## src/hw/rtl/rmte_pkg.sv

```systemverilog
package rmte_pkg;

    localparam int COMP_W    = 16;
    localparam int EPS_W     = 14;
    localparam int ANGLE_W   = 15;
    localparam int ACOS_W    = 14;

    localparam int SQRT_STEPS = 16;
    localparam int SQ_OP_W    = 32;
    localparam int SQ_REM_W   = 20;
    localparam int SQ_ROOT_W  = 16;

    localparam int DIV_BITS  = 15;
    localparam int DIV_W     = 33;
    localparam int DEN_W     = 18;

    localparam int CX_W      = 36;
    localparam int CZ_W      = 26;
    localparam int ATAN_W    = 22;
    localparam int ATAN_ENTRIES = 24;

    localparam logic [14:0] ONE_Q14      = 15'd16384;
    localparam logic [31:0] ONE_SQ_Q28   = 32'd268435456;
    localparam logic [23:0] QUARTER_TURN = 24'd5898240;
    localparam logic [23:0] HALF_TURN    = 24'd11796480;
    localparam logic [24:0] ROUND_HALF   = 25'd512;
    localparam logic [ANGLE_W-1:0] LOCK_BETA = 15'd5760;

    function automatic logic [ATAN_W-1:0] atan_deg(input int idx);
        logic [ATAN_W-1:0] val;
        case (idx)
            0:       val = 22'd2949120;
            1:       val = 22'd1740967;
            2:       val = 22'd919879;
            3:       val = 22'd466945;
            4:       val = 22'd234379;
            5:       val = 22'd117304;
            6:       val = 22'd58666;
            7:       val = 22'd29335;
            8:       val = 22'd14668;
            9:       val = 22'd7334;
            10:      val = 22'd3667;
            11:      val = 22'd1833;
            12:      val = 22'd917;
            13:      val = 22'd458;
            14:      val = 22'd229;
            15:      val = 22'd115;
            16:      val = 22'd57;
            17:      val = 22'd29;
            18:      val = 22'd14;
            19:      val = 22'd7;
            20:      val = 22'd4;
            21:      val = 22'd2;
            22:      val = 22'd1;
            default: val = 22'd0;
        endcase
        return val;
    endfunction

endpackage

```

## src/hw/rtl/rmte_div_cell.sv

```systemverilog
module rmte_div_cell #(
    parameter int K = 0
) (
    input  logic                              clk,
    input  logic                              en,
    input  logic [rmte_pkg::DIV_W-1:0]        rem_in,
    input  logic [rmte_pkg::DEN_W-1:0]        den_in,
    input  logic [rmte_pkg::DIV_BITS-1:0]     quo_in,
    output logic [rmte_pkg::DIV_W-1:0]        rem_out,
    output logic [rmte_pkg::DEN_W-1:0]        den_out,
    output logic [rmte_pkg::DIV_BITS-1:0]     quo_out
);

    localparam int DW = rmte_pkg::DIV_W;

    logic [DW-1:0]                    rem_reg, rem_next;
    logic [rmte_pkg::DEN_W-1:0]       den_reg;
    logic [rmte_pkg::DIV_BITS-1:0]    quo_reg, quo_next;
    logic [DW-1:0]                    dsh;

    always_comb
    begin
        dsh      = DW'(den_in) << K;
        rem_next = rem_in;
        quo_next = quo_in;
        if (rem_in >= dsh)
        begin
            rem_next    = rem_in - dsh;
            quo_next[K] = 1'b1;
        end
    end

    always_ff @(posedge clk)
    begin
        if (en)
        begin
            rem_reg <= rem_next;
            den_reg <= den_in;
            quo_reg <= quo_next;
        end
    end

    assign rem_out = rem_reg;
    assign den_out = den_reg;
    assign quo_out = quo_reg;

endmodule

```

## config.mk

```make
export PLATFORM = sky130hd
export DESIGN_NAME = rmte_div_cell
export DESIGN_NICKNAME = d
export VERILOG_FILES = /design/src/hw/rtl/rmte_pkg.sv /design/src/hw/rtl/rmte_div_cell.sv
export SDC_FILE = /design/constraint.sdc
export NUM_CORES = 1
export LEC_CHECK = 0
export BUFFER_PORTS_ARGS = -buffer_cell sky130_fd_sc_hd__buf_4
export CAP_MARGIN = 40
export CORE_MARGIN = 2
export CORE_UTILIZATION = 33
export CTS_BUF_LIST = sky130_fd_sc_hd__clkbuf_2 sky130_fd_sc_hd__clkbuf_4 sky130_fd_sc_hd__clkbuf_8
export DETAILED_ROUTE_END_ITERATION = 10
export PLACE_DENSITY = 0.62
export SYNTH_ARGS = -nofsm -noshare
export SYNTH_HDL_FRONTEND = slang
export SYNTH_SLANG_ARGS = --single-unit
export TNS_END_PERCENT = 1
```

## constraint.sdc

```tcl
create_clock -name clk -period 5.9 [get_ports clk]
set_input_delay 0.59 -clock clk [delete_from_list [all_inputs] [get_ports clk]]
set_output_delay 0.59 -clock clk [all_outputs]
set_load 0.02 [all_outputs]
```

After elaboration in Yosys (flattened, before gate mapping)
Cells that the tools add are included.
{"block": "totals", "reg_bits": 66, "inputBits": 68, "output_inout_bits": 66}
{"block": "classes", "addsub": 1, "n_lt_le_gt_ge": 1, "muxes": 1}
{"cell": ">= comparator 33 x 18 -> 1 bit", "n": 1}
{"cell": "two-way mux 33 bit", "n": 1}
{"cell": "subtractor 33 x 18 -> 33 bit", "n": 1}

Logic depth before layout (Yosys ltp)
{"block": "depth", "ltp_word": 2, "mapped_depth": 13, "ltp_nobuf": 11}

Worst setup path before layout
Ideal clock, no wire load.
{"block": "synth_path", "path_type": "input port to flip-flop", "from": "in den_in[6] (netlist bit)", "to": "reg rem_reg[31], in the netlist rem_out[31], data pin", "t_arrival_ns": 2.577, "t_required_ns": 5.633, "path_slack_ns": 3.056, "path_stages": 11, "path_buffers": 1, "path_cell_list": "inv_1 ha_1 buf_2 a21o_1 a211o_1 a21oi_1 nor3_1 o31ai_1 nor4b_2 nor4b_2 xor2_1"}
{"block": "synth_between", "elab_chain_len": 2, "elab_cells_between_ends": 3, "classes_between": "add/sub (1); order compare (1); mux (1)"}
{"item": "from (decl)", "line_no": "rmte_div_cell.sv:7", "rtl": "input logic [rmte_pkg::DEN_W-1:0] den_in,"}
{"item": "subtractor 33 x 18 -> 33 bit / >= comparator 33 x 18 -> 1 bit (equally long branches)", "line_no": "rmte_div_cell.sv:28, rmte_div_cell.sv:26"}
{"item": "two-way mux 33 bit (*)", "line_no": "rmte_div_cell.sv:26", "rtl": "if (rem_in >= dsh)"}
{"item": "net rem_next[31]", "line_no": "rmte_div_cell.sv:16", "rtl": "logic [DW-1:0] rem_reg, rem_next;"}
{"item": "to (signal assigned)", "line_no": "rmte_div_cell.sv:37", "rtl": "rem_reg <= rem_next;"}
{"item": "to (decl)", "line_no": "rmte_div_cell.sv:16"}
The timed path passes the listed nets; every way through them passes the cells marked *.
A chain may end at the register's enable or synchronous reset.

Worst setup path in the final report
{"block": "layout_path", "from": "in rem_in[1] (netlist bit)", "to": "reg rem_reg[22], in the netlist rem_out[22], data pin"}
{"block": "layout_between", "elab_chain_len": 2, "elab_cells_between_ends": 3, "classes_between": "add/sub (1); order compare (1); mux (1)"}
{"item": "from (decl)", "line_no": "rmte_div_cell.sv:6", "rtl": "input logic [rmte_pkg::DIV_W-1:0] rem_in,"}
{"item": "subtractor 33 x 18 -> 33 bit / >= comparator 33 x 18 -> 1 bit (equally long branches)", "line_no": "rmte_div_cell.sv:28, rmte_div_cell.sv:26"}
{"item": "two-way mux 33 bit (*)", "line_no": "rmte_div_cell.sv:26"}
{"item": "net rem_next[22]", "line_no": "rmte_div_cell.sv:16"}
Marks and branches as above.

==> impl_metrics.toml <==
[timing]
drv_slew = 0
max_freq_mhz = 314
finalHoldViolCount = 0
setup_viol = 0
post-route-period-util_pct = 54.0
setup_tns_ns = 0
worst_slew_pin_slew_ns = 0.845
slew_headroom_pct = 43.7
rsz0062_at_grt = "no"
period_minus_slack_ns = 3.19

[synthesis]
syn_area_per_cell_um2 = 11.7
syn-num-nets = 399
synthArstFlopShare_pct = 0
ys_seq_area_share_pct = 54.3
synth_warnings = 0
ys_seq_elements = 66
synth.distinct_cells = 53
synthFlopType = "edfxtp_1"
synth_top_area_share_pct = 54.3
synth_edf_count = 66
yosysTopAreaCell = "edfxtp_1"
synth_area_leaders = "edfxtp_1, ha_1, a21oi_1"
synth_area_um2 = 3650
netlist_instances = 312

[job]
drv_cap = 0

[setup_path]
arrival_ns = 3.26
cp-startpoint = "rem_in[1]"
cp_slowest_cell = "nand4_4"
path_depth = 10
crit_path_max_incr_delay_ns = 0.50
cp-start-kind = "primary input"
required_ns = 5.98
cp-endpoint = "rem_out[22]$_DFFE_PP_"
crit_buf_inv = 1
worstSetupEndpointType = "register"
worstPathCellList = "buf_4 > ha_1 > nor2b_1 > o31a_1 > o31ai_1 > a211o_1 > nand4_4 > nand3b_2 > nor3_1 > xor2_1"
critical_path_class = "in2reg"
crit_fanout = 39
critPathTopFamily = "simple AND/OR/NAND/NOR gates"

[clock_tree]
cts_tree = "yes"
postCtsHoldBufs = 0
post-cts-setup-buffers = 0
clockRootBuffer = "clkbuf_8"
clk_pin_slew_ns = 0.07
clock-sinks = 66
post_cts_resized = 0
clk_path_buf_depth = 2
cts_buffers = 9
htreeDepth = 3

[die]
num_io_pins = 134
start_util_pct = 33.8
die_height_um = 109
die_w_um = 109
coreArea_um2 = 10800
dieArea_um2 = 11900
rows = 38

[route]
routed_wl_um = 8750
ant_nets = 0
via_per_inst = 4.79
drc_errors = 0
num_vias = 2835
drtIter0Drc = 157
drtPass1Iterations = 4
wire_per_inst_um = 14.8

[final_layout]
num-fill-cells = 1015
final_common_cell = "buf_4"
area_growth_pct = 37.3
nNetsFinal = 534
mostFrequentLayoutCells = "buf_4, edfxtp_1, a21oi_1"
diodes = 0
drive_gt1_share_pct = 35.6

[global_route]
grt_pass1_wl_um = 13500
antenna_found_initial = 0
top_usage_layer = "met2"
grt_max_degree = 67
grt_pass1_vias = 2729
track_usage_pct = 14.8
met1_usage_pct = 19.8
met3_usage_pct = 3.89
grt_overflow = 0
grtUsageMet2_pct = 23.8

[place]
place.gp.congestion = 0.835
hpwlAfterDp_um = 6620
io_buffers = 133

[pwr]
finalPower_mw = 1.38
peakVddDrop_uv = 162
seqPwrFrac_pct = 42.8
power.density_nw_per_um2 = 275
p_leak_nw = 2.15
internal-power_mw = 1.00
p_sw_share_pct = 27.2
power_switching_uw = 374
pwr-share-comb_pct = 23.6
p_clk_share_pct = 33.6

[status]
status = "complete, no violations"

[worst_hold_path]
hp-class = "in2reg"
worst min path at each step:
stage	start	endpoint	slack, ns	cells after the start
finish	quo_in[6]	quo_out[6]$_DFFE_PP_	0.43	1
floorplan	den_in[0]	den_out[0]$_DFFE_PP_	0.69	0
detailed placement	quo_in[6]	quo_out[6]$_DFFE_PP_	0.77	1
global placement	quo_in[6]	quo_out[6]$_DFFE_PP_	0.77	1
global route	quo_in[11]	quo_out[11]$_DFFE_PP_	0.40	1
CTS	quo_in[6]	quo_out[6]$_DFFE_PP_	0.41	1
stage by stage:
stage	std cells	worst slack (ns)	instance area, um^2	utilization (%)	hold WS (ns)
2_1_floorplan	312	3.06	3650	-	0.689
3_3_place_gp	576	2.40	4770	44.2	0.768
3_5_place_dp	576	2.33	4770	44.2	0.770
4_1_cts	592	2.68	5010	46.4	0.408
5_1_grt	592	2.47	5010	46.4	0.401
6_report	592	2.71	5010	46.4	0.426
cells by family after synthesis:
kind of cell	count (synthesis)	synth area share [%]
buf+inv	30	3.60
xor+xnor	25	6.00
flops	66	54.3
compound gates	69	12.3
mux	4	1.23
fa+ha+maj	19	6.72
simple gates	99	15.8
area by class of cell:
type,instances,area [um^2],area share [%]
clock buffer,9,124,2.47
clock inverter,7,116,2.32
inverter,21,78.8,1.57
multi-input combinational,216,1530,30.6
sequential,66,1980,39.6
tap,140,175,3.50
timing repair buffer,133,998,19.9
flip-flops by register name, indices dropped and copies added (netlist names):
register  cells
quo_out      15
den_out      18
rem_out      33
Yosys cell counts, types with 4 or more instances:
library cell and instances:
a21o_1 7, a21oi_1 29, clkbuf_1 4, edfxtp_1 66
ha_1 18, inv_1 21, mux2_1 4, nand2_1 14
nand3_1 5, nor2_1 28, nor2b_1 5, nor3_1 14
o21a_1 4, o21ai_0 8, xnor2_1 10, xor2_1 15
power groups by stage:
| stage | registers (mW) | logic [mW] | clock network (mW) |
|---|---|---|---|
| 2_1_floorplan | 0.661 | 0.116 | 0 |
| 3_3_place_gp | 0.600 | 0.324 | 0 |
| 3_5_place_dp | 0.599 | 0.326 | 0 |
| 4_1_cts | 0.590 | 0.328 | 0.476 |
| 5_1_grt | 0.593 | 0.354 | 0.495 |
| 6_report | 0.589 | 0.325 | 0.462 |
per-layer routing:
| layer | vias to the layer above | wire (um) |
|---|---|---|
| li1 | 1426 | - |
| met1 | 1320 | 4100 |
| met2 | 82 | 4100 |
| met3 | 7 | 463 |
| met4 | 0 | 89 |
| met5 | - | 0 |
Power figures use the tool's default switching activity.
