File: config.mk
export PLATFORM = sky130hd
export DESIGN_NAME = rmte_sqrt_cell
export DESIGN_NICKNAME = d
export VERILOG_FILES = /design/src/hw/rtl/rmte_pkg.sv /design/src/hw/rtl/rmte_sqrt_cell.sv
export SDC_FILE = /design/constraint.sdc
export NUM_CORES = 1
export LEC_CHECK = 0
export BUFFER_PORTS_ARGS = -buffer_cell sky130_fd_sc_hd__buf_2
export CAP_MARGIN = 25
export CORE_MARGIN = 5
export CORE_UTILIZATION = 50
export DETAILED_ROUTE_END_ITERATION = 6
export GPL_ROUTABILITY_DRIVEN = 0
export PLACE_DENSITY = 0.83
export SETUP_SLACK_MARGIN = 0.5
export SLEW_MARGIN = 40
export SYNTH_ARGS = -nofsm -noshare
export SYNTH_HDL_FRONTEND = slang
export SYNTH_SLANG_ARGS = --single-unit
File: constraint.sdc
create_clock -name clk -period 5.1 [get_ports clk]
set_input_delay 1.53 -clock clk [delete_from_list [all_inputs] [get_ports clk]]
set_output_delay 1.53 -clock clk [all_outputs]
set_load 0.005 [all_outputs]
File: src/hw/rtl/rmte_pkg.sv
package rmte_pkg;

    localparam int COMP_W    = 16;
    localparam int EPS_W     = 14;
    localparam int ANGLE_W   = 15;
    localparam int ACOS_W    = 14;

    localparam int SQRT_STEPS = 16;
    localparam int SQ_OP_W    = 32;
    localparam int SQ_REM_W   = 20;
    localparam int SQ_ROOT_W  = 16;

    localparam int DIV_BITS  = 15;
    localparam int DIV_W     = 33;
    localparam int DEN_W     = 18;

    localparam int CX_W      = 36;
    localparam int CZ_W      = 26;
    localparam int ATAN_W    = 22;
    localparam int ATAN_ENTRIES = 24;

    localparam logic [14:0] ONE_Q14      = 15'd16384;
    localparam logic [31:0] ONE_SQ_Q28   = 32'd268435456;
    localparam logic [23:0] QUARTER_TURN = 24'd5898240;
    localparam logic [23:0] HALF_TURN    = 24'd11796480;
    localparam logic [24:0] ROUND_HALF   = 25'd512;
    localparam logic [ANGLE_W-1:0] LOCK_BETA = 15'd5760;

    function automatic logic [ATAN_W-1:0] atan_deg(input int idx);
        logic [ATAN_W-1:0] val;
        case (idx)
            0:       val = 22'd2949120;
            1:       val = 22'd1740967;
            2:       val = 22'd919879;
            3:       val = 22'd466945;
            4:       val = 22'd234379;
            5:       val = 22'd117304;
            6:       val = 22'd58666;
            7:       val = 22'd29335;
            8:       val = 22'd14668;
            9:       val = 22'd7334;
            10:      val = 22'd3667;
            11:      val = 22'd1833;
            12:      val = 22'd917;
            13:      val = 22'd458;
            14:      val = 22'd229;
            15:      val = 22'd115;
            16:      val = 22'd57;
            17:      val = 22'd29;
            18:      val = 22'd14;
            19:      val = 22'd7;
            20:      val = 22'd4;
            21:      val = 22'd2;
            22:      val = 22'd1;
            default: val = 22'd0;
        endcase
        return val;
    endfunction

endpackage

File: src/hw/rtl/rmte_sqrt_cell.sv
module rmte_sqrt_cell (
    input  logic                               clk,
    input  logic                               en,
    input  logic [rmte_pkg::SQ_OP_W-1:0]       op_in,
    input  logic [rmte_pkg::SQ_REM_W-1:0]      rem_in,
    input  logic [rmte_pkg::SQ_ROOT_W-1:0]     root_in,
    output logic [rmte_pkg::SQ_OP_W-1:0]       op_out,
    output logic [rmte_pkg::SQ_REM_W-1:0]      rem_out,
    output logic [rmte_pkg::SQ_ROOT_W-1:0]     root_out
);

    localparam int OW = rmte_pkg::SQ_OP_W;
    localparam int RW = rmte_pkg::SQ_REM_W;
    localparam int TW = rmte_pkg::SQ_ROOT_W;

    logic [OW-1:0] op_reg,   op_next;
    logic [RW-1:0] rem_reg,  rem_next;
    logic [TW-1:0] root_reg, root_next;
    logic [RW-1:0] rem_sh;
    logic [RW:0]   trial;

    always_comb
    begin
        rem_sh  = {rem_in[RW-3:0], op_in[OW-1:OW-2]};
        trial   = {1'b0, rem_sh} - (RW+1)'({root_in, 2'b01});
        op_next = {op_in[OW-3:0], 2'b00};
        if (!trial[RW])
        begin
            rem_next  = trial[RW-1:0];
            root_next = {root_in[TW-2:0], 1'b1};
        end
        else
        begin
            rem_next  = rem_sh;
            root_next = {root_in[TW-2:0], 1'b0};
        end
    end

    always_ff @(posedge clk)
    begin
        if (en)
        begin
            op_reg   <= op_next;
            rem_reg  <= rem_next;
            root_reg <= root_next;
        end
    end

    assign op_out   = op_reg;
    assign rem_out  = rem_reg;
    assign root_out = root_reg;

endmodule

# == Word level (Yosys, flattened, before mapping) ==
# Index checks and enable logic that the tools add are counted.
# classes
add_sub_neg,1
n_mux,2
# op_table
op,n
20-bit by 18-bit subtractor with 21-bit output,1
20-bit 2-to-1 mux,1
1-bit 2-to-1 mux,1
# totals
inputBits,70
register_bits,66

# == Longest topological paths before layout ==
# depth
word_depth,2
depth_mapped,10
ltp_nobuf,8

# == Worst setup path before layout ==
# OpenSTA, ideal clock, no wires.
# synth_timing
path_kind,input-to-reg
start,input port root_in[15] (netlist name)
end,"register rem_reg[10], in the netlist rem_out[10] (data pin)"
cell_stages,9
slack_ns,1.485
t_arrival_ns,3.354
cell_sequence,inv_1 ha_1 and3_1 and2_4 and2_1 a221oi_4 nand2_4 buf_6 mux2_4
# synth_between
elab_chain_cells,2
# synth_rtl
element,line,rtl
"start, declared",rmte_sqrt_cell.sv:6,"input logic [rmte_pkg::SQ_ROOT_W-1:0] root_in,"
20-bit by 18-bit subtractor with 21-bit output,rmte_sqrt_cell.sv:25,"trial = {1'b0, rem_sh} - (RW+1)'({root_in, 2'b01});"
20-bit 2-to-1 mux,rmte_sqrt_cell.sv:27,if (!trial[RW])
named net rem_next[10],rmte_sqrt_cell.sv:17,"logic [RW-1:0] rem_reg, rem_next;"
"end signal, assigned",rmte_sqrt_cell.sv:44,rem_reg <= rem_next;
"end, declared",rmte_sqrt_cell.sv:17,
# The timed path passes the listed nets, and every way through them passes these cells.
# A chain may end at the register's enable or synchronous reset.

# == Worst setup path in the final report ==
# layout_timing
start,input port rem_in[1] (netlist name)
end,"register rem_reg[7], in the netlist rem_out[7] (data pin)"
# layout_between
elab_chain_cells,2
# layout_rtl
element,line,rtl
"start, declared",rmte_sqrt_cell.sv:5,"input logic [rmte_pkg::SQ_REM_W-1:0] rem_in,"
20-bit by 18-bit subtractor with 21-bit output,rmte_sqrt_cell.sv:25,
20-bit 2-to-1 mux,rmte_sqrt_cell.sv:27,
named net rem_next[7],rmte_sqrt_cell.sv:17,
# The timed path passes the listed nets, and every way through them passes these cells.

==> metrics.md <==
| Metric | Value |
|---|---|
| Status | `completed` |
| Post-CTS Resized | `0` |
| Met2 Usage GRT | `between 20 and 30%` |
| Hpwl dp | `just under 6000 µm` |
| Vias in the first global route | `2415` |
| Largest family of logic cells by synthesized area | `compound AO/OA/AOI/OAI gates` |
| Yosys cell types | `46` |
| Met3 usage | `around 6.3%` |
| Post-DP Area | `3990 µm²` |
| Drt drc | `0` |
| DR vias | `roughly 2500` |
| Critical Path AT | `3700 ps` |
| Most common cell after layout, fill and taps aside | `buf_2` |
| EDFF count, synth | `between 60 and 70` |
| Buffers on Ports | `about 130` |
| DRT Pass-1 Iters | `6` |
| Root Buffer | `clkbuf_8` |
| Worst setup SP type | `input pin` |
| Area grow syn2layout | `29.43%` |
| Fin cells | `roughly 470` |
| Wire per inst | `~16 µm` |
| Synth Register Bits | `66` |
| Power per cell area | `334.3 nW/µm²` |
| IO Count | `around 140` |
| Clock Pin Slew Worst Setup and Hold Paths | `70 ps` |
| Adder-cell share of the synthesized area | `6.556%` |
| Largest fanout on the critical path | `18` |
| Hold Path Class | `input pin to flip-flop` |
| Dominant synthesized flop cell | `edfxtp_1` |
| Share of layout cells above drive strength 1 | `42.78%` |
| Synth Area in Compound Gates | `11.61%` |
| Max frequency | `275.7 MHz` |
| Die height | `between 90 and 100 µm` |
| Syn avg cell area | `~13 µm²` |
| Drt total wl | `between 7000 and 8000 µm` |
| Fin util | `between 60% and 70%` |
| Core ar. | `6314 µm²` |
| CTS hold repair buffers | `0` |
| Xor/xnor cell area share of the yosys netlist | `under 10%` |
| Simple-gate share of the synthesized area | `about 7.3%` |
| Full die area | `slightly above 8000 µm²` |
| Sequential share of the synthesized area | `61.09%` |
| Post-Syn Instances | `241` |
| Tmin final | `3627 ps` |
| CTS H-tree lvls | `3` |
| Slew headroom | `65.02%` |
| CTS tree | `yes` |
| Async S/R FF share, synth | `0%` |
| Clock sink count | `66` |
| Initial antenna violation count | `0` |
| Slew Limit Fails | `0` |
| Setup TNS | `0 ps` |
| Max Cap Viol | `0` |
| CP Class | `input pin to flip-flop` |
| Worst-Margin Slew | `between 500 and 600 ps` |
| Die Wd | `between 90 and 100 µm` |
| Final net count | `470` |
| Finish-stage setup viols | `0` |
| Fin area | `4199 µm²` |
| Most frequent cells in the layout | `132 x buf_2, 66 x edfxtp_1, 24 x inv_1, 22 x a21oi_1, 17 x ha_1` |
| # diodes | `0` |
| Mux cell area share after synthesis | `between 6 and 7%` |
| Clock Path Buffers | `2` |
| Leakage power figure | `between 0.0015 and 0.002 µW` |
| Gr ovfl total | `0` |
| First-pass GRT wire length | `between 10000 and 15000 µm` |
| Rows | `29` |
| Routed vias/inst | `5.273` |
| CTS Buf Count | `9` |
| Largest net degree at the start of global routing | `43` |
| Final ANT Viol Nets | `0` |
| Post-placement cell count | `roughly 450` |
| Post-CTS Setup Inserts | `0` |
| GR Util All Layers | `18.21%` |
| Busiest grt layer | `met2` |
| Syn Std Cell Area | `approximately 3200 µm²` |
| Final Hold Vio Count | `0` |
| Initial core utilization | `about half` |
| Final period utilization | `between 70% and 80%` |
| Worst path required time | `5180 ps` |
| Met1 Use GR | `a little under a quarter` |
| Unrepaired setup endpoints after global routing | `false` |
| Worst setup EP type | `flip-flop` |
| Initial DRC Count | `about 160` |
| Synth warn | `0` |
| Peak VDD IR | `~190 µV` |
[sequential cells by signal, summed over array words and instances (netlist names)]
signal and flops:
root_out 16, op_out 30, rem_out 20
[through the flow]
stage,hold slack [ps],worst slack [ps],power [µW]
2_1_floorplan,1629,1485,833.4
3_3_place_gp,1707,1203,940.1
3_5_place_dp,1708,1134,952.0
4_1_cts,1350,1473,1416
5_1_grt,1343,1388,1476
6_report,1364,1473,1404
[worst max-delay path: stages]
cell and delay, ps:
buf_2 110, ha_1 340, o21ai_2 170, a21oi_1 100, o31a_1 370, a221oi_4 410, nand2_4 260, mux2_1 400
[cell families (layout without fill, tap and decap cells)]
kind of cell,after synthesis,after routing
DFF,66,66
AOI/OAI and AO/OA,55,55
and+or+nand+nor,45,45
buffers and inverters,28,174
adders and majority gates,17,17
muxes,17,17
xor gates and xnor gates,12,12
other,1,2
[Yosys cell counts (2+ instances only)]
master | n | area (µm²)
o21ai_0 | 8 | 40.04
and3_1 | 5 | 31.28
edfxtp_1 | 66 | 1982
or3_1 | 2 | 12.51
xnor2_1 | 9 | 78.83
a31oi_1 | 3 | 18.77
mux2i_1 | 2 | 20.02
a31o_2 | 2 | 17.52
nor3b_1 | 3 | 22.52
buf_4 | 2 | 15.01
nand3_1 | 2 | 10.01
inv_1 | 24 | 90.09
a21oi_1 | 22 | 110.1
mux2_2 | 4 | 45.04
xor2_1 | 3 | 26.28
nor2b_1 | 2 | 12.51
ha_1 | 17 | 212.7
nand2_1 | 12 | 45.04
mux2_4 | 5 | 75.07
nand2b_1 | 2 | 12.51
o21bai_1 | 2 | 15.01
o21a_1 | 4 | 30.03
a2111o_1 | 2 | 22.52
mux2_1 | 6 | 67.56
nor2_1 | 10 | 37.54
o221ai_1 | 2 | 17.52
[power breakdown]
part	internal (µW)	switching, µW
logic	130	132
registers	664	13.4
clock network	272	192
[metal layers]
metal / routed length (µm) / part of all wire (%) / up-vias
li1: - / - / 1179
met3: 740 / 9.8 / 11
met2: 3502 / 46 / 124
met4: 105 / 1.4 / 0
met1: 3193 / 42 / 1138
met5: 0 / 0 / -
[worst paths after layout]
kind	slack, ps	cells after the start	from	end
worst min-delay path	1360	1	op_in[2]	op_out[4]
worst max-delay path	1470	8	rem_in[1]	rem_out[7]
[area by class of cell]
cell class | count | area [µm²]
fillers | 492 | 2115
clock inverters | 6 | 81.33
multi-input cells | 148 | 1146
flip-flops and latches | 66 | 1982
well taps | 77 | 96.34
inverters | 24 | 90.09
repair buffers | 134 | 675.6
clock buffers | 10 | 127.6
Note: power is estimated with default switching activity, not from simulation.
