===== src/hw/rtl/rmte_pkg.sv =====
package rmte_pkg;

    localparam int COMP_W    = 16;
    localparam int EPS_W     = 14;
    localparam int ANGLE_W   = 15;
    localparam int ACOS_W    = 14;

    localparam int SQRT_STEPS = 16;
    localparam int SQ_OP_W    = 32;
    localparam int SQ_REM_W   = 20;
    localparam int SQ_ROOT_W  = 16;

    localparam int DIV_BITS  = 15;
    localparam int DIV_W     = 33;
    localparam int DEN_W     = 18;

    localparam int CX_W      = 36;
    localparam int CZ_W      = 26;
    localparam int ATAN_W    = 22;
    localparam int ATAN_ENTRIES = 24;

    localparam logic [14:0] ONE_Q14      = 15'd16384;
    localparam logic [31:0] ONE_SQ_Q28   = 32'd268435456;
    localparam logic [23:0] QUARTER_TURN = 24'd5898240;
    localparam logic [23:0] HALF_TURN    = 24'd11796480;
    localparam logic [24:0] ROUND_HALF   = 25'd512;
    localparam logic [ANGLE_W-1:0] LOCK_BETA = 15'd5760;

    function automatic logic [ATAN_W-1:0] atan_deg(input int idx);
        logic [ATAN_W-1:0] val;
        case (idx)
            0:       val = 22'd2949120;
            1:       val = 22'd1740967;
            2:       val = 22'd919879;
            3:       val = 22'd466945;
            4:       val = 22'd234379;
            5:       val = 22'd117304;
            6:       val = 22'd58666;
            7:       val = 22'd29335;
            8:       val = 22'd14668;
            9:       val = 22'd7334;
            10:      val = 22'd3667;
            11:      val = 22'd1833;
            12:      val = 22'd917;
            13:      val = 22'd458;
            14:      val = 22'd229;
            15:      val = 22'd115;
            16:      val = 22'd57;
            17:      val = 22'd29;
            18:      val = 22'd14;
            19:      val = 22'd7;
            20:      val = 22'd4;
            21:      val = 22'd2;
            22:      val = 22'd1;
            default: val = 22'd0;
        endcase
        return val;
    endfunction

endpackage


===== src/hw/rtl/rmte_cordic_cell.sv =====
module rmte_cordic_cell #(
    parameter int I = 0
) (
    input  logic                                clk,
    input  logic                                en,
    input  logic signed [rmte_pkg::CX_W-1:0]    x_in,
    input  logic signed [rmte_pkg::CX_W-1:0]    y_in,
    input  logic signed [rmte_pkg::CZ_W-1:0]    z_in,
    output logic signed [rmte_pkg::CX_W-1:0]    x_out,
    output logic signed [rmte_pkg::CX_W-1:0]    y_out,
    output logic signed [rmte_pkg::CZ_W-1:0]    z_out
);

    localparam int XW = rmte_pkg::CX_W;
    localparam int ZW = rmte_pkg::CZ_W;
    localparam logic signed [ZW-1:0] ATAN = ZW'(rmte_pkg::atan_deg(I));

    logic signed [XW-1:0] x_reg, x_next, y_reg, y_next, xs, ys;
    logic signed [ZW-1:0] z_reg, z_next;

    always_comb
    begin
        xs = x_in >>> I;
        ys = y_in >>> I;
        if (y_in > 0)
        begin
            x_next = x_in + ys;
            y_next = y_in - xs;
            z_next = z_in + ATAN;
        end
        else
        begin
            x_next = x_in - ys;
            y_next = y_in + xs;
            z_next = z_in - ATAN;
        end
    end

    always_ff @(posedge clk)
    begin
        if (en)
        begin
            x_reg <= x_next;
            y_reg <= y_next;
            z_reg <= z_next;
        end
    end

    assign x_out = x_reg;
    assign y_out = y_reg;
    assign z_out = z_reg;

endmodule


===== config.mk =====
export PLATFORM = sky130hd
export DESIGN_NAME = rmte_cordic_cell
export DESIGN_NICKNAME = d
export VERILOG_FILES = /design/src/hw/rtl/rmte_pkg.sv /design/src/hw/rtl/rmte_cordic_cell.sv
export SDC_FILE = /design/constraint.sdc
export NUM_CORES = 1
export LEC_CHECK = 0
export BUFFER_PORTS_ARGS = -buffer_cell sky130_fd_sc_hd__buf_2
export CORE_AREA = 8 8 168 170
export DETAILED_ROUTE_END_ITERATION = 6
export DIE_AREA = 0 0 176 178
export PLACE_DENSITY = 0.64
export RECOVER_POWER = 100
export SLEW_MARGIN = 5
export SYNTH_ARGS = -nofsm -noshare
export SYNTH_HDL_FRONTEND = slang
export SYNTH_SLANG_ARGS = --single-unit
export TNS_END_PERCENT = 100

===== constraint.sdc =====
create_clock -name clk -period 4.1 [get_ports clk]
set_clock_uncertainty 0.15 [all_clocks]
set_input_delay 0.41 -clock clk [delete_from_list [all_inputs] [get_ports clk]]
set_output_delay 0.41 -clock clk [all_outputs]
set_load 0.05 [all_outputs]

Word level (Yosys, flattened, before mapping). Cells that the tools add are included.

Bits in registers: 98. Input port bits: 100.

Add/subtract/negate cells: 5. Order comparisons: 1. Multiplexer cells: 3.

Operator list (count): 2-to-1 mux 36 bit (2); subtractor 36 bit (2); adder 36 bit (1); greater-than comparator 36 x 1 -> 1 bit, second input constant (1); adder 26 x 23 -> 26 bit, second input constant (1); 2-to-1 mux 26 bit (1); subtractor 26 x 23 -> 26 bit, second input constant (1).

Longest topological paths before layout. Gate-level depths: netlist (run 1).

Depth after elaboration: 2. Mapped depth: 16.

Worst setup path before layout (run 1). Ideal clock, no wire load.

Path type: input to register. Start point: input y_in[32] (netlist bit). End point: register z_reg[25], in the netlist z_out[25] (data pin). Setup time: 0.259 ns. Data arrival time: 3.226 ns. Setup slack: 0.464 ns. Stages: 15. Path through: nor4_1 > nand4_1 > nor2_1 > a41o_1 > clkbuf_1 > clkbuf_1 > ha_1 > a21o_1 > a21oi_1 > o21bai_1 > a21oi_1 > o21ai_0 > a21o_1 > a21oi_1 > xnor2_1.

Cells in the longest elaborated chain, start to end: 2.

RTL lines: from (decl) (RTL line rmte_cordic_cell.sv:7) `input logic signed [rmte_pkg::CX_W-1:0] y_in,`; greater-than comparator 36 x 1 -> 1 bit (RTL line rmte_cordic_cell.sv:25) `if (y_in > 0)`; 2-to-1 mux 26 bit (RTL line rmte_cordic_cell.sv:25); net z_next[25] (RTL line rmte_cordic_cell.sv:19) `logic signed [ZW-1:0] z_reg, z_next;`; to (signal assigned) (RTL line rmte_cordic_cell.sv:45) `z_reg <= z_next;`; to (decl) (RTL line rmte_cordic_cell.sv:19).

The timed path passes the listed nets, and every way through them passes these cells. A chain may end at the register's enable or synchronous reset.

Worst setup path after layout (run 1).
Start point: input y_in[0] (netlist bit). End point: register y_reg[28], in the netlist y_out[28] (data pin).

Cells in the longest elaborated chain, start to end: 2.

RTL lines: adder 36 bit (tied with other cells) (RTL line rmte_cordic_cell.sv:34) `y_next = y_in + xs;`; 2-to-1 mux 36 bit * (RTL line rmte_cordic_cell.sv:25); net y_next[28] (RTL line rmte_cordic_cell.sv:18) `logic signed [XW-1:0] x_reg, x_next, y_reg, y_next, xs, ys;`; to (signal assigned) (RTL line rmte_cordic_cell.sv:44) `y_reg <= y_next;`; to (decl) (RTL line rmte_cordic_cell.sv:18).

Mark *: on every way through the listed nets, which the timed path passes. The rest lies on a longest branch.

==> flow_metrics.env, run 1 <==
export IMPL_outcome="complete, but fails checks"
export IMPL_violations="capacitance limit, slew limit"
export IMPL_stdcell_area_um2=11200
export IMPL_power_mw=4.16
export IMPL_grt_max_degree=70
export IMPL_yosys_warnings=0
export IMPL_ctsResizeCount=0
export IMPL_hold_violations=0
export IMPL_start_kind="primary input"
export IMPL_cp_common_cell="clkbuf_1"
export IMPL_wl_per_cell_um=20.5
export IMPL_antenna_found_initial=2
export IMPL_slew_viol_final=61
export IMPL_worstMarginPinSlew_ns=1.73
export IMPL_grt_busiest_layer="met2"
export IMPL_whs_ns=0.0692
export IMPL_drt_pass1_iter_count=7
export IMPL_cp_required_ns=4.05
export IMPL_cp_data_arrival_time_ns=3.74
export IMPL_hold_class="primary input to flop"
export IMPL_yosysMostFrequentCell="a21oi_1"
export IMPL_slowest_stage="or4_1"
export IMPL_synth_cell_types=78
export IMPL_setup_violations_final=0
export IMPL_grt_pass1_wl_mm=52.2
export IMPL_fp_coreArea_um2=25600
export IMPL_hpwl_mm=27.3
export IMPL_cts_sinks=97
export IMPL_drc_errors=0
export IMPL_yosysSeqAreaShare_pct=30.4
export IMPL_grt_pass1_vias=9480
export IMPL_netlist_instances=1131
export IMPL_hold_buffers=0
export IMPL_slowest_delay_ns=0.54
export IMPL_syn_area_um2=9600
export IMPL_synth_edf_count=97
export IMPL_htreeDepth=3
export IMPL_syn2layout_area_growth_pct=16.8
export IMPL_yosys_top_cells_count="a21oi_1, ha_1, inv_1, nor2_1, edfxtp_1"
export IMPL_synth_top_area_share_pct=30.4
export IMPL_overflow=0
export IMPL_cts_buffers=9
export IMPL_numPortBuffers=197
export IMPL_grtUsageMet2_pct=34.9
export IMPL_grt_util_met3_pct=3.58
export IMPL_grt_use_met1_pct=27.7
export IMPL_cts_buffer_depth=2
export IMPL_syn_mean_instance_area_um2=8.49
export IMPL_cts_tree="built"
export IMPL_crit_chain="clkbuf_1 -> ha_1 -> fa_1 -> nor2b_1 -> o21ai_2 -> a21o_1 -> o311ai_2 -> or4_1 -> a31oi_1 -> a2bb2oi_2 -> clkbuf_1 -> o31ai_1 -> xnor2_1"
export IMPL_p_per_area_nw_per_um2=371
export IMPL_syn_nets=1348
export IMPL_avgViaCountPerCell=5.55
export IMPL_synthArstFlopShare_pct=0
export IMPL_routed_wl_mm=34.2
export IMPL_finalSetupTns_ns=0
export IMPL_cp_end_kind="flop"
export IMPL_synth_seq_cells=97
export IMPL_root_buffer="clkbuf_16"
export IMPL_die_h_um=178
export IMPL_rsz0062_at_grt="no"
export IMPL_place_area_um2=11100
export IMPL_irDropWorstVdd_mv=0.266
export IMPL_critPathKind="primary input to flop"
export IMPL_boundaryPins=198
export IMPL_period_needed_ns=3.79
export IMPL_track_usage_pct=21.2
export IMPL_cap_violations=1
export IMPL_synth_area_top_cells="edfxtp_1, ha_1, a21oi_1"
export IMPL_dieArea_um2=31300
export IMPL_dr_total_vias=9288
export IMPL_synthFlopType="edfxtp_1"
export IMPL_path_clk_slew_ns=0.07
export IMPL_synth_area_leader_cell="edfxtp_1"
export IMPL_rows=59
export IMPL_place_gp_congestion=0.946
export IMPL_drt_iter0_drc=695
export IMPL_p_leak_nw=4.76
export IMPL_cts_setup_buffers=0
export IMPL_start_util_pct=37.5
export IMPL_post_route_period_util_pct=92.5
export IMPL_max_freq_mhz=264
export IMPL_final_layout_size_suffix_gt1_share_pct=12.4
export IMPL_dieWidth_um=176
export IMPL_slew_headroom_pct=-15.4
export IMPL_ant_nets=0
export IMPL_crit_fanout=6
export IMPL_nets=1547
[worst paths after layout]
kind,startpoint,endpoint,slack [ns],cells after the start
max,y_in[0],y_out[28],0.31,13
min,z_in[7],z_out[7],0.07,1
[registers in the layout, summed over array words and instances (netlist names)]
register,count
x_out,36
z_out,26
y_out,35
[cell type report]
type	count	area, µm²
Antenna cell	3	7.51
Clock buffer	9	225
Clock inverter	7	81.3
Fill cell	2639	14400
Inverter	119	449
Multi-Input combinational cell	867	6000
Sequential cell	97	2910
Tap cell	335	419
Timing Repair Buffer	236	1120
[metrics by stage]
| stage | std cells | utilization (%) | setup slack, ns |
|---|---|---|---|
| floorplan | 1131 | - | 0.464 |
| global placement | 1654 | 43.3 | 0.132 |
| detailed placement | 1654 | 43.3 | 0.188 |
| CTS | 1670 | 44.5 | 0.549 |
| global route | 1672 | 43.8 | 0.233 |
| finish | 1673 | 43.8 | 0.308 |
[report_power, final]
group | total (mW) | switching, mW | internal (mW)
clock | 0.923 | 0.438 | 0.484
sequential | 1.35 | 0.0502 | 1.30
combinational | 1.89 | 1.36 | 0.526
[layout by cell type (no fill, tap or decap), types with 67 or more instances in the layout]
cell type	n
a21oi_1	141
ha_1	113
inv_1	112
nor2_1	111
clkbuf_1	110
edfxtp_1	97
buf_2	93
o21ai_0	71
xnor2_1	71
nand2_1	67
[cell families (layout without fill, tap and decap cells)]
kind of cell    Yosys count  in the layout  synth area share (%)
compound gates          367            367                  24.5
xor+xnor                 78             78                  7.12
fa+ha+maj               117            117                  15.6
buf+inv                 167            371                  6.91
flops                    97             97                  30.4
mux                       9              9                 0.939
other cells               0              3                     0
simple gates            296            296                  14.6
[worst max-delay path, delay by kind of cell]
family	cells	cell delay [ns]
AO/OA/AOI/OAI	6	1.29
AND/OR/NAND/NOR	2	0.72
adder cells (fa/ha/maj)	2	0.65
buffers and inverters	2	0.51
XOR/XNOR	1	0.17
[metal layers]
layer / wire, µm / vias to the layer above / part of all wire (%)
met5: 0 / - / 0
met4: 987 / 0 / 2.9
met3: 2320 / 53 / 6.8
met2: 15600 / 386 / 45
met1: 15400 / 4392 / 45
li1: - / 4457 / -
(Power assumes the default switching activity.)
==> run 2, diff against run 1 <==
- ABC_AREA: unset -> 1
- CORE_AREA: 8 8 168 170 -> 8 8 185 187
- DIE_AREA: 0 0 176 178 -> 0 0 193 195
- PLACE_DENSITY: 0.64 -> 0.62
==> run 2 against run 1 <==
Effect of this change:
- the flow still finishes with violations (capacitance limit, slew limit)
- clock-buffer cell count did not move
- critical path depth decreased by 4
- setup slack improved by 0.51 ns
- area after synthesis rose by 21%
- largest power group unchanged
- synthesized cell count up 57%
- sequential share of layout area shrank 3.5 points
- non-clock buffer count is 33 lower
- sequential power about the same
==> flow_metrics.env, run 2 <==
export IMPL_irDropWorstVdd_mv=0.180
export IMPL_p_clk_share_pct=20.5
export IMPL_cts_buffers=9
export IMPL_final_cell_mix="nand2_1, inv_1, nand3_1"
export IMPL_dieWidth_um=193
export IMPL_fill_cells=3499
export IMPL_syn_area_um2=11700
export IMPL_yosysMostFrequentCell="nand2_1"
export IMPL_cts_sinks=97
export IMPL_cts_buffer_depth=2
export IMPL_htreeDepth=3
export IMPL_p_int_mw=2.19
export IMPL_post_route_period_util_pct=80.0
export IMPL_rsz0062_at_grt="no"
export IMPL_rows=65
export IMPL_critPathKind="primary input to flop"
export IMPL_syn_mean_instance_area_um2=6.56
export IMPL_dieArea_um2=37600
export IMPL_worstMarginPinSlew_ns=1.69
export IMPL_grt_max_degree=65
export IMPL_synth_area_top_cells="edfxtp_1, nand2_1, ha_1"
export IMPL_cp_required_ns=4.15
export IMPL_cp_end_kind="flop"
export IMPL_antenna_found_initial=2
export IMPL_outcome="complete, but fails checks"
export IMPL_grt_pass1_vias=11900
export IMPL_final_layout_size_suffix_gt1_share_pct=10.2
export IMPL_nets=2160
export IMPL_cts_tree="built"
export IMPL_swShare_pct=48.8
export IMPL_period_needed_ns=3.28
export IMPL_synth_cell_types=40
export IMPL_synth_area_leader_cell="edfxtp_1"
export IMPL_hpwl_mm=39.4
export IMPL_hold_violations=0
export IMPL_synth_edf_count=97
export IMPL_numPortBuffers=197
export IMPL_seqPwrFrac_pct=31.0
export IMPL_dr_total_vias=12500
export IMPL_avgViaCountPerCell=5.30
export IMPL_finalSetupTns_ns=0
export IMPL_fp_coreArea_um2=31200
export IMPL_grt_pass1_wl_mm=68.2
export IMPL_syn2layout_area_growth_pct=11.3
export IMPL_ant_nets=0
export IMPL_ctsResizeCount=0
export IMPL_synth_top_area_share_pct=25.0
export IMPL_die_h_um=195
export IMPL_cap_violations=1
export IMPL_final_common_cell="nand2_1"
export IMPL_switching_power_mw=2.08
export IMPL_yosysSeqAreaShare_pct=25.0
export IMPL_slew_headroom_pct=-12.9
export IMPL_syn_nets=1994
export IMPL_setup_violations_final=0
export IMPL_drt_iter0_drc=1054
export IMPL_synthFlopType="edfxtp_1"
export IMPL_root_buffer="clkbuf_16"
export IMPL_whs_ns=0.0661
export IMPL_power_mw=4.27
export IMPL_yosys_top_cells_count="nand2_1, inv_1, nand3_1, a21oi_1, nor2_1"
export IMPL_drt_pass1_iter_count=6
export IMPL_place_gp_congestion=0.984
export IMPL_p_leak_nw=6.58
export IMPL_track_usage_pct=23.9
export IMPL_yosys_warnings=0
export IMPL_routed_wl_mm=46.6
export IMPL_violations="capacitance limit, slew limit"
export IMPL_netlist_instances=1777
export IMPL_path_clk_slew_ns=0.07
export IMPL_wl_per_cell_um=19.8
export IMPL_start_kind="primary input"
export IMPL_p_per_area_nw_per_um2=329
export IMPL_drc_errors=0
export IMPL_start_util_pct=37.3
export IMPL_cp_data_arrival_time_ns=3.33
export IMPL_pwr_share_comb_pct=48.5
export IMPL_insertedDiodeCount=0
export IMPL_hold_buffers=0
export IMPL_overflow=0
export IMPL_largest_reg_flops=36
export IMPL_boundaryPins=198
export IMPL_crit_fanout=53
export IMPL_max_freq_mhz=305
export IMPL_cts_setup_buffers=0
export IMPL_synth_seq_cells=97
export IMPL_slew_viol_final=59
export IMPL_hold_class="primary input to flop"
export IMPL_synthArstFlopShare_pct=0
## run 2: routing by layer
layer	global-route usage (%)	part of all wire, %	vias up	wire length [µm]
li1	-	-	5991	-
met1	35.1	49	5870	22700
met2	36.6	42	560	19700
met3	2.57	7.2	44	3370
met4	5.87	1.9	0	896
met5	0	0	-	0
## run 2: critical path, cell delays in order
cell      delay (ns)
clkbuf_1        0.16
inv_1           0.19
nand4_1         0.21
nor3_1          0.21
nand4_1         0.32
nand2_1         0.29
clkbuf_2        0.88
nand3_1         0.40
nand2_1         0.22
## run 2: worst paths after layout
check / slack [ns] / start / cells after the start / endpoint
worst max-delay path: 0.82 / y_in[1] / 9 / x_out[30]
worst min-delay path: 0.07 / z_in[12] / 1 / z_out[12]
## run 2: through the flow
| step | util (%) | instances | area [µm²] | setup WS (ns) |
|---|---|---|---|---|
| 5_1_grt | 41.5 | 2350 | 13000 | 0.657 |
| 4_1_cts | 42.0 | 2350 | 13100 | 1.12 |
| 3_5_place_dp | 41.1 | 2334 | 12800 | 0.733 |
| 6_report | 41.5 | 2350 | 13000 | 0.819 |
| 3_3_place_gp | 41.1 | 2334 | 12800 | 0.844 |
| 2_1_floorplan | - | 1777 | 11700 | 1.33 |
## run 2: logic make-up (layout without fill, tap and decap cells)
| family | count (synthesis) | count (layout) | share of synthesized area, % |
|---|---|---|---|
| adder cells (fa/ha/maj) | 117 | 117 | 12.8 |
| AO/OA/AOI/OAI | 249 | 249 | 11.7 |
| AND/OR/NAND/NOR | 921 | 921 | 34.3 |
| XOR/XNOR | 46 | 46 | 3.46 |
| flip-flops | 97 | 97 | 25.0 |
| buffers and inverters | 347 | 518 | 12.8 |
## run 2: layout make-up
cell class | count | area [µm²] | area share, %
Clock buffer | 9 | 225 | 1.74
Clock inverter | 7 | 68.8 | 0.530
Multi-Input combinational cell | 1333 | 7250 | 55.9
Inverter | 299 | 1120 | 8.65
Timing Repair Buffer | 203 | 893 | 6.89
Sequential cell | 97 | 2910 | 22.5
Tap cell | 402 | 503 | 3.88
## run 2: power by group through the flow
| stage | Combinational, mW | Clock (mW) | Sequential, mW |
|---|---|---|---|
| floorplan | 1.00 | 0 | 1.79 |
| global placement | 2.06 | 0 | 1.33 |
| detailed placement | 2.08 | 0 | 1.34 |
| CTS | 2.08 | 0.901 | 1.32 |
| global route | 2.22 | 0.928 | 1.34 |
| finish | 2.07 | 0.876 | 1.32 |
==> run 3, diff against run 2 <==
- ABC_AREA: 1 -> 0
- CORE_AREA: 8 8 185 187 -> 8 8 168 170
- DIE_AREA: 0 0 193 195 -> 0 0 176 178
- PLACE_DENSITY: 0.62 -> 0.66
- clock period: 4.1 -> 2.8 ns (I/O delays scaled with it)
==> run 3 against run 2 <==
Effect of this change:
- the run ends with capacitance limit, slew limit, setup timing left
- largest power group unchanged
- global-route usage increased by 0.22 points
- die area decreased by 17%
- setup slack got worse by 1.1 ns
- critical path type unchanged
- critical endpoint is now y_out[34]
==> flow_metrics.env, run 3 (synthesized netlist as in run 1, its figures left out) <==
export IMPL_rows=59
export IMPL_post_route_period_util_pct=112
export IMPL_grt_util_met3_pct=4.28
export IMPL_cp_data_arrival_time_ns=3.11
export IMPL_path_clk_slew_ns=0.09
export IMPL_slowest_stage="a221o_2"
export IMPL_grt_max_degree=98
export IMPL_cts_sinks=97
export IMPL_irDropWorstVdd_mv=0.282
export IMPL_period_needed_ns=3.12
export IMPL_hold_violations=0
export IMPL_slowest_delay_ns=0.43
export IMPL_cap_violations=1
export IMPL_hold_class="primary input to flop"
export IMPL_avgViaCountPerCell=5.33
export IMPL_p_int_mw=3.99
export IMPL_slew_headroom_pct=-73.3
export IMPL_swShare_pct=43.5
export IMPL_pwr_share_comb_pct=53.5
export IMPL_dieWidth_um=176
export IMPL_cts_buffers=9
export IMPL_finalSetupTns_ns=-4.82
export IMPL_worstMarginPinSlew_ns=2.60
export IMPL_p_clk_share_pct=18.5
export IMPL_critPathKind="primary input to flop"
export IMPL_syn2layout_area_growth_pct=61.4
export IMPL_outcome="complete, but fails checks"
export IMPL_crit_fanout=4
export IMPL_fp_coreArea_um2=25600
export IMPL_nets=1933
export IMPL_overflow=0
export IMPL_p_per_area_nw_per_um2=457
export IMPL_cp_end_kind="flop"
export IMPL_final_common_cell="buf_4"
export IMPL_drc_errors=0
export IMPL_place_area_um2=13600
export IMPL_track_usage_pct=24.1
export IMPL_slew_viol_final=98
export IMPL_place_gp_congestion=0.997
export IMPL_cts_tree="built"
export IMPL_start_util_pct=37.5
export IMPL_die_h_um=178
export IMPL_final_layout_size_suffix_gt1_share_pct=39.6
export IMPL_grtUsageMet2_pct=40.0
export IMPL_hold_depth=2
export IMPL_dieArea_um2=31300
export IMPL_antenna_found_initial=1
export IMPL_seqPwrFrac_pct=28.1
export IMPL_hpwl_mm=30.6
export IMPL_insertedDiodeCount=0
export IMPL_grt_pass1_wl_mm=59.8
export IMPL_largest_reg_flops=36
export IMPL_numPortBuffers=197
export IMPL_final_cell_mix="buf_4, a21oi_1, nor2_1"
export IMPL_dr_total_vias=11000
export IMPL_p_leak_nw=6.89
export IMPL_violations="capacitance limit, slew limit, setup timing"
export IMPL_ant_nets=0
export IMPL_stdcell_area_um2=15500
export IMPL_drt_iter0_drc=996
export IMPL_setup_slack_ns=-0.325
export IMPL_rsz0062_at_grt="yes"
export IMPL_max_freq_mhz=320
export IMPL_grt_busiest_layer="met2"
export IMPL_dp_slack_ns=-1.02
export IMPL_start_kind="primary input"
export IMPL_htreeDepth=3
export IMPL_drt_pass1_iter_count=7
export IMPL_boundaryPins=198
export IMPL_grt_use_met1_pct=31.3
export IMPL_root_buffer="clkbuf_16"
export IMPL_cp_required_ns=2.79
export IMPL_grt_pass1_vias=11000
export IMPL_cts_buffer_depth=2
export IMPL_switching_power_mw=3.08
export IMPL_routed_wl_mm=39.9
export IMPL_setup_violations_final=30
export IMPL_crit_chain="buf_8 -> ha_4 -> fa_2 -> nor2b_4 -> o21ai_4 -> a2111oi_4 -> or3_4 -> a221o_2 -> a221oi_4 -> nor4_2 -> o221a_1 -> xnor2_1"
export IMPL_wl_per_cell_um=19.4
export IMPL_whs_ns=0.109
==> run 3: cell types whose count changed in the layout (fill, tap and decap cells not counted), sizes merged, moves of 23 or more <==
cell and delta:
xor2 -36, nand3 -153, nor2 -35, nand2 -495, xnor2 +68, a21o +23
inv -184, buf +405
==> run 3: final cells by class <==
class,count,area (µm²)
fill,2290,10100
clock buffer,9,225
sequential,97,2910
inverter,119,459
timing repair buffer,622,4370
multi-input combinational,867,7030
tap,335,419
clock inverter,7,62.6
==> run 3: per-stage QoR <==
| step | cells | total power [mW] | util, % |
|---|---|---|---|
| floorplan | 1131 | 4.01 | - |
| global placement | 1977 | 5.36 | 53.2 |
| detailed placement | 1977 | 5.38 | 53.2 |
| CTS | 2032 | 6.93 | 58.3 |
| global route | 2056 | 7.38 | 60.5 |
| finish | 2056 | 7.08 | 60.5 |
==> run 3: repair_timing <==
action	in CTS	in global routing
gates resized for setup	136	106
pin swaps	72	81
cloned	0	2
endpoints found under the hold margin	16	0
endpoints found under the setup margin	69	61
setup buffers	27	26
hold buffers	16	0
==> run 3: power by group through the flow <==
stage,clock [mW],combinational (mW),sequential (mW)
after floorplan,0,1.23,2.78
after global placement,0,3.36,2.00
after detailed placement,0,3.38,2.00
after CTS,1.33,3.62,1.98
after global routing,1.36,4.02,2.01
final,1.31,3.78,1.98
==> run 3: worst paths after layout <==
| check | from | to | slack [ns] |
|---|---|---|---|
| max | x_in[0] | y_out[34] | -0.32 |
| min | z_in[16] | z_out[16] | 0.11 |
==> run 3: layer usage <==
metal	part of all wire, %	routed length [µm]
met5	0.033	13
met4	2.8	1120
met1	43	17100
met2	47	18700
met3	7.3	2920
==> run 3: worst max-delay path: cells and delay by family <==
family / cells / cell delay, ns
adders and majority gates: 2 / 0.53
AOI/OAI and AO/OA: 5 / 1.44
and+or+nand+nor: 3 / 0.62
buffers and inverters: 1 / 0.10
xor gates and xnor gates: 1 / 0.12
